<file path="src/rtl/swfte_pkg.sv">
// Shared constants, types and helpers of the fill-time estimator.
package swfte_pkg;

    localparam int WINDOW_DEPTH = 64;
    localparam int PTR_W        = $clog2(WINDOW_DEPTH);
    localparam int CNT_W        = $clog2(WINDOW_DEPTH + 1);
    localparam int VAL_W        = 48;
    localparam int TPS_W        = 24;
    localparam int SEC_W        = 32;
    localparam int PROD_W       = VAL_W + TPS_W;
    localparam int NUM_W        = 2 * VAL_W;
    localparam int DSH_W        = PROD_W + SEC_W - 1;

    localparam logic [7:0] REG_WINDOW_TICKS     = 8'd0;
    localparam logic [7:0] REG_TICKS_PER_SECOND = 8'd1;

    localparam logic [VAL_W-1:0] WINDOW_TICKS_RST     = VAL_W'(1200000);
    localparam logic [TPS_W-1:0] TICKS_PER_SECOND_RST = TPS_W'(120000);

    typedef enum logic [1:0] {
        MUL_NONE,
        MUL_NUM_LO,
        MUL_NUM_HI,
        MUL_DEN
    } mul_step_t;

    typedef struct packed {
        logic      set_start;
        logic      rd_newest;
        logic      drop;
        logic      latch_old;
        mul_step_t mul_step;
        logic      num_load;
        logic      num_add;
        logic      den_load;
        logic      div_init;
        logic      div_step;
        logic      load_out;
        logic      store;
    } dp_cmd_t;

    typedef struct packed {
        logic count_zero;
        logic newer;
        logic can_drop;
        logic flat;
        logic div_sat;
        logic div_last;
        logic report_due;
        logic out_free;
    } dp_status_t;

    // Wrap a ring position that is below twice the depth.
    function automatic logic [PTR_W-1:0] wrap_ptr(input logic [CNT_W:0] pos);
        logic [CNT_W:0] adj;
        begin
            adj = (pos >= (CNT_W + 1)'(WINDOW_DEPTH)) ? pos - (CNT_W + 1)'(WINDOW_DEPTH) : pos;
            wrap_ptr = adj[PTR_W-1:0];
        end
    endfunction

endpackage

</file>
<file path="src/rtl/swfte_ctrl.sv">
// Sequencer of the fill-time estimator: walks one report through its steps.
module swfte_ctrl
    import swfte_pkg::*;
(
    input  logic       clk,
    input  logic       rst_n,
    input  logic       accept,
    input  dp_status_t status,
    output logic       idle,
    output dp_cmd_t    cmd
);

    typedef enum logic [3:0] {
        ST_IDLE,
        ST_START,
        ST_NEWEST,
        ST_HEAD,
        ST_M0,
        ST_M1,
        ST_M2,
        ST_M3,
        ST_DIVI,
        ST_DIV,
        ST_REPORT,
        ST_STORE
    } state_t;

    state_t state_reg;
    state_t state_next;

    assign idle = (state_reg == ST_IDLE);

    always_comb
    begin
        state_next = state_reg;
        cmd        = '0;
        cmd.mul_step = MUL_NONE;
        unique case (state_reg)
            ST_IDLE:
            begin
                if (accept)
                    state_next = ST_START;
            end
            ST_START:
            begin
                if (status.count_zero)
                begin
                    cmd.set_start = 1'b1;
                    state_next    = ST_STORE;
                end
                else
                begin
                    cmd.rd_newest = 1'b1;
                    state_next    = ST_NEWEST;
                end
            end
            ST_NEWEST:
            begin
                state_next = status.newer ? ST_HEAD : ST_IDLE;
            end
            ST_HEAD:
            begin
                if (status.can_drop)
                    cmd.drop = 1'b1;
                else
                begin
                    cmd.latch_old = 1'b1;
                    state_next    = status.flat ? ST_REPORT : ST_M0;
                end
            end
            ST_M0:
            begin
                cmd.mul_step = MUL_NUM_LO;
                state_next   = ST_M1;
            end
            ST_M1:
            begin
                cmd.mul_step = MUL_NUM_HI;
                cmd.num_load = 1'b1;
                state_next   = ST_M2;
            end
            ST_M2:
            begin
                cmd.mul_step = MUL_DEN;
                cmd.num_add  = 1'b1;
                state_next   = ST_M3;
            end
            ST_M3:
            begin
                cmd.den_load = 1'b1;
                state_next   = ST_DIVI;
            end
            ST_DIVI:
            begin
                cmd.div_init = 1'b1;
                state_next   = status.div_sat ? ST_REPORT : ST_DIV;
            end
            ST_DIV:
            begin
                cmd.div_step = 1'b1;
                if (status.div_last)
                    state_next = ST_REPORT;
            end
            ST_REPORT:
            begin
                if (!status.report_due)
                    state_next = ST_STORE;
                else if (status.out_free)
                begin
                    cmd.load_out = 1'b1;
                    state_next   = ST_STORE;
                end
            end
            ST_STORE:
            begin
                cmd.store  = 1'b1;
                state_next = ST_IDLE;
            end
            default:
            begin
                state_next = ST_IDLE;
            end
        endcase
    end

    always_ff @(posedge clk or negedge rst_n)
    begin
        if (!rst_n)
            state_reg <= ST_IDLE;
        else
            state_reg <= state_next;
    end

endmodule

</file>
<file path="config.mk">
export PLATFORM = sky130hd
export DESIGN_NAME = swfte_ctrl
export DESIGN_NICKNAME = d
export VERILOG_FILES = /design/src/rtl/swfte_pkg.sv /design/src/rtl/swfte_ctrl.sv
export SDC_FILE = /design/constraint.sdc
export NUM_CORES = 1
export LEC_CHECK = 0
export BUFFER_PORTS_ARGS = -buffer_cell sky130_fd_sc_hd__buf_2
export CAP_MARGIN = 20
export CELL_PAD_IN_SITES_DETAIL_PLACEMENT = 1
export CELL_PAD_IN_SITES_GLOBAL_PLACEMENT = 2
export CORE_MARGIN = 2
export CORE_UTILIZATION = 23
export DETAILED_ROUTE_END_ITERATION = 6
export GPL_TIMING_DRIVEN = 0
export PLACE_DENSITY_LB_ADDON = 0.12
export SKIP_LAST_GASP = 1
export SYNTH_ARGS = -nofsm -noshare
export SYNTH_HDL_FRONTEND = slang
export SYNTH_SLANG_ARGS = --single-unit
</file>
<file path="constraint.sdc">
create_clock -name clk -period 1.5 [get_ports clk]
set_input_delay 0.075 -clock clk [delete_from_list [all_inputs] [get_ports clk]]
set_output_delay 0.075 -clock clk [all_outputs]
set_load 0.02 [all_outputs]
</file>
==> flow_summary.yaml, run 1 <==
cells_and_area:
  fillers: 291
  stdcell_area_um2: 766
  antenna-diode-count: 0
  largest_reg_flops: 4
  area_delta_synth_final_pct: 46.8
  nets: 112
  drive_above_1_share_pct: 53.5
  final_common_cell: "buf_2"
  final_cell_mix: "buf_2, nor2_1, a21oi_1"
sta:
  finalClockSkew_ps: 0.379
  finalSetupViolCount: 0
  timing.final.crit_share_pct: 96.9
  slew_headroom_pct: 81.9
  rsz0062_at_grt: "yes"
  hold_viol: 0
  fin_hold_ws_ps: 176
  fmax_mhz: 688
  report.final.slew_viol_count: 0
  worstMarginPinSlew_ps: 271
  fin_ws_ps: 46.9
  finalCriticalPeriod_ps: 1450
routing:
  drtIter0Drc: 10
  vias: 598
  drc: 0
  wl_per_cell_um: 13.3
  wl_um: 1680
  first_pass_iters: 4
  vias_per_cell: 4.71
  postRouteAntennaNets: 0
floorplanning:
  start_util_pct: 24.0
  die_area_um2: 2670
  ios: 25
  die_h_um: 51.6
  coreArea_um2: 2170
  rows: 17
  die_x_um: 51.6
cts:
  tritoncts: "done"
  htree_levels: 1
  cts_buffer_depth: 2
  clk_pin_slew_worst_paths_ps: 40
  cts.sinks: 4
  clock-root-buffer: "clkbuf_4"
  numCtsBuffers: 3
  clkLatencyLatePin_ps: 230
global_route:
  grt_max_degree: 11
  grt_pass1_vias: 608
  overflow: 0
  antenna_found_initial: 0
  grt_usage_pct: 14.1
  grt_pass1_wl_um: 2800
setup_path:
  cp_max_fo: 10
  crit_type: "reg2out"
  rr_worst_depth: 5
  cp.required_ps: 1420
  startpoint_type: "flip-flop"
  end_kind: "primary output"
  reg2reg_slack_ps: 140
  r2r-end: "state_reg[1]$_DFFE_PN0P_"
  arrival_ps: 1380
  r2r_start: "state_reg[3]$_DFFE_PN0P_"
logic_synthesis:
  yosysWarningCount: 0
  avgSynthCellArea_um2: 7.67
  ys.flop_type: "dfrtp_1"
  yosysSeqAreaShare_pct: 19.2
  synthMuxAreaShare_pct: 0
  synth-seq-cells: 4
  synth_top_cell_by_area: "dfrtp_1"
  synth_xor_area_share_pct: 0
  async_flop_share_pct: 100
  synthAdderAreaFrac_pct: 0
  yosys.area_share.simple_pct: 45.8
  synth_edf_count: 0
  syn_inst: 68
  syn_nets: 79
  synthesis.area_um2: 522
  synth_top_cell_area_share_pct: 19.2
  synth_compound_area_share_pct: 24.9
  synth_top_family_by_area: "simple AND/OR/NAND/NOR gates"
  ys_types: 34
  ys_top_cells_by_area: "dfrtp_1, nor2_1, a21oi_1"
placement:
  dp_hpwl_um: 1300
  place.gp.congestion: 0.737
  pre_cts_slack_ps: 126
  placed_area_um2: 677
  io_buffer_count: 24
min_path:
  min_path_type: "in2async"
power_and_ir_drop:
  p_per_area_nw_per_um2: 1920
  p_leak_nw: 0.361
  peakVddDrop_uv: 763
outcome:
  status: "completed"
job:
  maxCapViolCount: 0
==> worst max-delay path, stage by stage, from the launching register on <==
cell and delay [ps]:
dfrtp_2 420, buf_6 160, inv_2 90, nand2_1 120, nor3_2 180, buf_2 180
==> worst max path at each step <==
stage / startpoint / cells past startpoint / end / slack (ps)
after floorplan: state_reg[1]$_DFFE_PN0P_ / 3 / cmd[11] / 50
final: state_reg[2]$_DFFE_PN0P_ / 5 / cmd[1] / 50
after CTS: state_reg[1]$_DFFE_PN0P_ / 4 / cmd[12] / 0.3
after global placement: state_reg[1]$_DFFE_PN0P_ / 5 / state_reg[1]$_DFFE_PN0P_ / 100
after global routing: state_reg[2]$_DFFE_PN0P_ / 5 / cmd[1] / -30
after detailed placement: state_reg[1]$_DFFE_PN0P_ / 5 / state_reg[1]$_DFFE_PN0P_ / 130
==> cell families (layout without fill, tap and decap cells) <==
family / Yosys count / in the layout
AOI/OAI and AO/OA: 19 / 19
DFF: 4 / 4
and+or+nand+nor: 37 / 37
buffers and inverters: 8 / 39
==> metal layers <==
metal / part of all wire (%) / GRT usage (%)
met4: 0 / 6.58
met2: 51 / 22.4
met3: 2.6 / 2.01
met5: 0 / 0
met1: 46 / 18.7
==> through the flow <==
stage	total power [mW]	TNS [ps]	utilization, %	cells
floorplan	0.994	0	-	68
global placement	1.27	0	31.2	120
detailed placement	1.26	0	31.2	120
CTS	1.43	0	33.7	126
global route	1.60	-83.4	35.3	127
finish	1.47	0	35.3	127
==> cells in the mapped netlist, types with 2 or more instances <==
master      n
nor2_1     10
a21oi_1     7
nand2_1     6
dfrtp_1     4
nor3_1      4
inv_1       3
buf_4       2
buf_6       2
nor4_1      2
o21ai_0     2
o21ai_1     2
o2bb2ai_1   2
==> report_power, final <==
part	leakage, nW	total (mW)	switching, mW	internal (mW)
clock network	0.0138	0.130	0.0407	0.0893
logic	0.302	1.10	0.640	0.462
registers	0.0456	0.236	0.0710	0.165
==> final cells by class <==
type	count	area, um2	share of cell area, %
repair buffers	28	155	20.3
plain buffers	4	41.3	5.39
well taps	28	35.0	4.58
inverters	4	18.8	2.45
multi-input cells	56	389	50.8
flip-flops and latches	4	104	13.6
clock buffers	3	22.5	2.94
==> repair_timing <==
action,in CTS,in global routing
gates resized for setup,3,7
buffers inserted,2,1
hold buffers,1,0
endpoints found under the setup margin,7,8
endpoints found under the hold margin,4,0
Note: power is estimated with default switching activity, not from simulation.
==> run 2: changes to the inputs <==
Settings changed: CORE_UTILIZATION 23 to 24, CTS_BUF_LIST set to sky130_fd_sc_hd__clkbuf_4.
==> flow_summary.yaml, run 2 (synthesis gave the netlist of run 1 again) <==
outcome:
  status: "completed"
sta:
  slew_headroom_pct: 83.0
  worstMarginPinSlew_ps: 255
  finalCriticalPeriod_ps: 1480
  report.final.slew_viol_count: 0
  fmax_mhz: 678
  finalClockSkew_ps: 2.29
  finalSetupViolCount: 0
  fin_ws_ps: 25.0
  rsz0062_at_grt: "yes"
  timing.final.crit_share_pct: 98.3
  hold_viol: 0
  setup_tns_ps: 0
global_route:
  grt_max_degree: 11
  grt_pass1_wl_um: 2660
  antenna_found_initial: 0
  grt_usage_pct: 13.4
  grt_pass1_vias: 592
  overflow: 0
placement:
  pre_cts_slack_ps: 137
  dp_hpwl_um: 1260
  io_buffer_count: 24
  place.gp.congestion: 0.732
  dpl.cell_count: 119
floorplanning:
  rows: 16
  coreArea_um2: 2000
  start_util_pct: 26.1
  die_area_um2: 2560
  die_x_um: 50.6
  ios: 25
  die_h_um: 50.6
setup_path:
  cpLargestDelayFamily: "buffers and inverters"
  arrival_ps: 1400
  slowest_stage: "dfrtp_2"
  cp_slowest_stage_delay_ps: 440
  startpoint_type: "flip-flop"
  crit_buf_inv: 3
  end_kind: "primary output"
  cp.required_ps: 1420
  cp_max_fo: 10
  worstPathCellList: "buf_6 -> inv_2 -> nand2_2 -> nor3_1 -> buf_2"
  rr_worst_depth: 5
  worstSetupPathDepth: 5
  crit_type: "reg2out"
cells_and_area:
  area_delta_synth_final_pct: 42.9
  stdcell_count: 124
  final_cell_mix: "buf_2, nor2_1, a21oi_1"
  drive_above_1_share_pct: 53.6
  largest_reg_flops: 4
  fin_util_pct: 37.3
  fillers: 273
  nets: 110
  antenna-diode-count: 0
  final_common_cell: "buf_2"
routing:
  first_pass_iters: 4
  wl_um: 1610
  wl_per_cell_um: 13.0
  vias: 598
  vias_per_cell: 4.82
  drc: 0
  drtIter0Drc: 4
  postRouteAntennaNets: 0
job:
  maxCapViolCount: 0
power_and_ir_drop:
  p_leak_nw: 0.350
  clkPwrFrac_pct: 8.9
  p_sw_share_pct: 51.6
  p_sw_uw: 745
  comb_power_share_pct: 75.3
  peakVddDrop_uv: 1090
  p_per_area_nw_per_um2: 1940
  p_seq_share_pct: 15.7
  p_int_uw: 700
cts:
  cts.sinks: 4
  htree_levels: 1
  clk_pin_slew_worst_paths_ps: 30
  clkLatencyLatePin_ps: 230
  tritoncts: "done"
  numCtsBuffers: 3
  cts_buffer_depth: 2
  clock-root-buffer: "clkbuf_4"
min_path:
  min_path_type: "in2async"
==> run 2: cell types whose count changed in the layout (fill, tap and decap cells not counted) <==
cell,before,now
buf_2,23,24
buf_4,5,3
nand2_2,2,3
buf_6,3,2
nand2_1,5,4
==> run 2: worst register-to-register path, cell delays in order (launching register included) <==
cell     delay [ps]
dfrtp_2         400
buf_4           150
and2b_2         190
and3_1          180
o31ai_1         220
a21oi_1         100
==> run 2: final cells by class <==
| cell class | instances | area, um2 | share of cell area (%) |
|---|---|---|---|
| Multi-Input combinational cell | 56 | 392 | 52.5 |
| Tap cell | 27 | 33.8 | 4.53 |
| Buffer | 4 | 37.5 | 5.03 |
| Sequential cell | 4 | 104 | 13.9 |
| Timing Repair Buffer | 26 | 138 | 18.5 |
| Inverter | 4 | 18.8 | 2.52 |
| Clock buffer | 3 | 22.5 | 3.02 |
==> run 2: worst paths after layout <==
kind | start | to | slack, ps
max | state_reg[2]$_DFFE_PN0P_ | cmd[3] | 20
min | rst_n | state_reg[1]$_DFFE_PN0P_ | 180
max reg2reg | state_reg[1]$_DFFE_PN0P_ | state_reg[1]$_DFFE_PN0P_ | 130
min reg2reg | state_reg[3]$_DFFE_PN0P_ | state_reg[2]$_DFFE_PN0P_ | 690
max in group asynchronous | rst_n | state_reg[2]$_DFFE_PN0P_ | 1180
min in group clk | status[5] | state_reg[3]$_DFFE_PN0P_ | 200
==> run 2: per-stage QoR <==
stage | area (um2) | total power, mW | hold WS [ps]
after CTS | 714 | 1.41 | 167
after detailed placement | 676 | 1.25 | -112
after floorplan | 522 | 0.994 | -221
final | 746 | 1.44 | 180
after global routing | 746 | 1.57 | 191
after global placement | 676 | 1.25 | -117
==> run 2: repair_timing <==
| item | CTS | global route |
|---|---|---|
| buffers inserted | 0 | 1 |
| cloned | 0 | 0 |
| hold buffers | 1 | 0 |
| hold endpoints to repair | 4 | 0 |
| setup endpoints to repair | 5 | 11 |
| resized for setup | 3 | 6 |
==> run 2: power by group through the flow <==
stage	Combinational, mW	Clock [mW]	Sequential, mW
4_1_cts	1.03	0.139	0.239
6_report	1.09	0.129	0.227
2_1_floorplan	0.780	0	0.213
3_3_place_gp	1.02	0	0.236
5_1_grt	1.19	0.143	0.236
3_5_place_dp	1.01	0	0.235
==> run 2: routing by layer <==
layer	share of wire, %	global-route usage [%]	up-vias	wire length, um
met2	45	21.3	20	729
met5	0	0	-	0
li1	-	-	303	-
met1	49	18.2	275	785
met3	6.0	3.57	0	96
met4	0	2.70	0	0
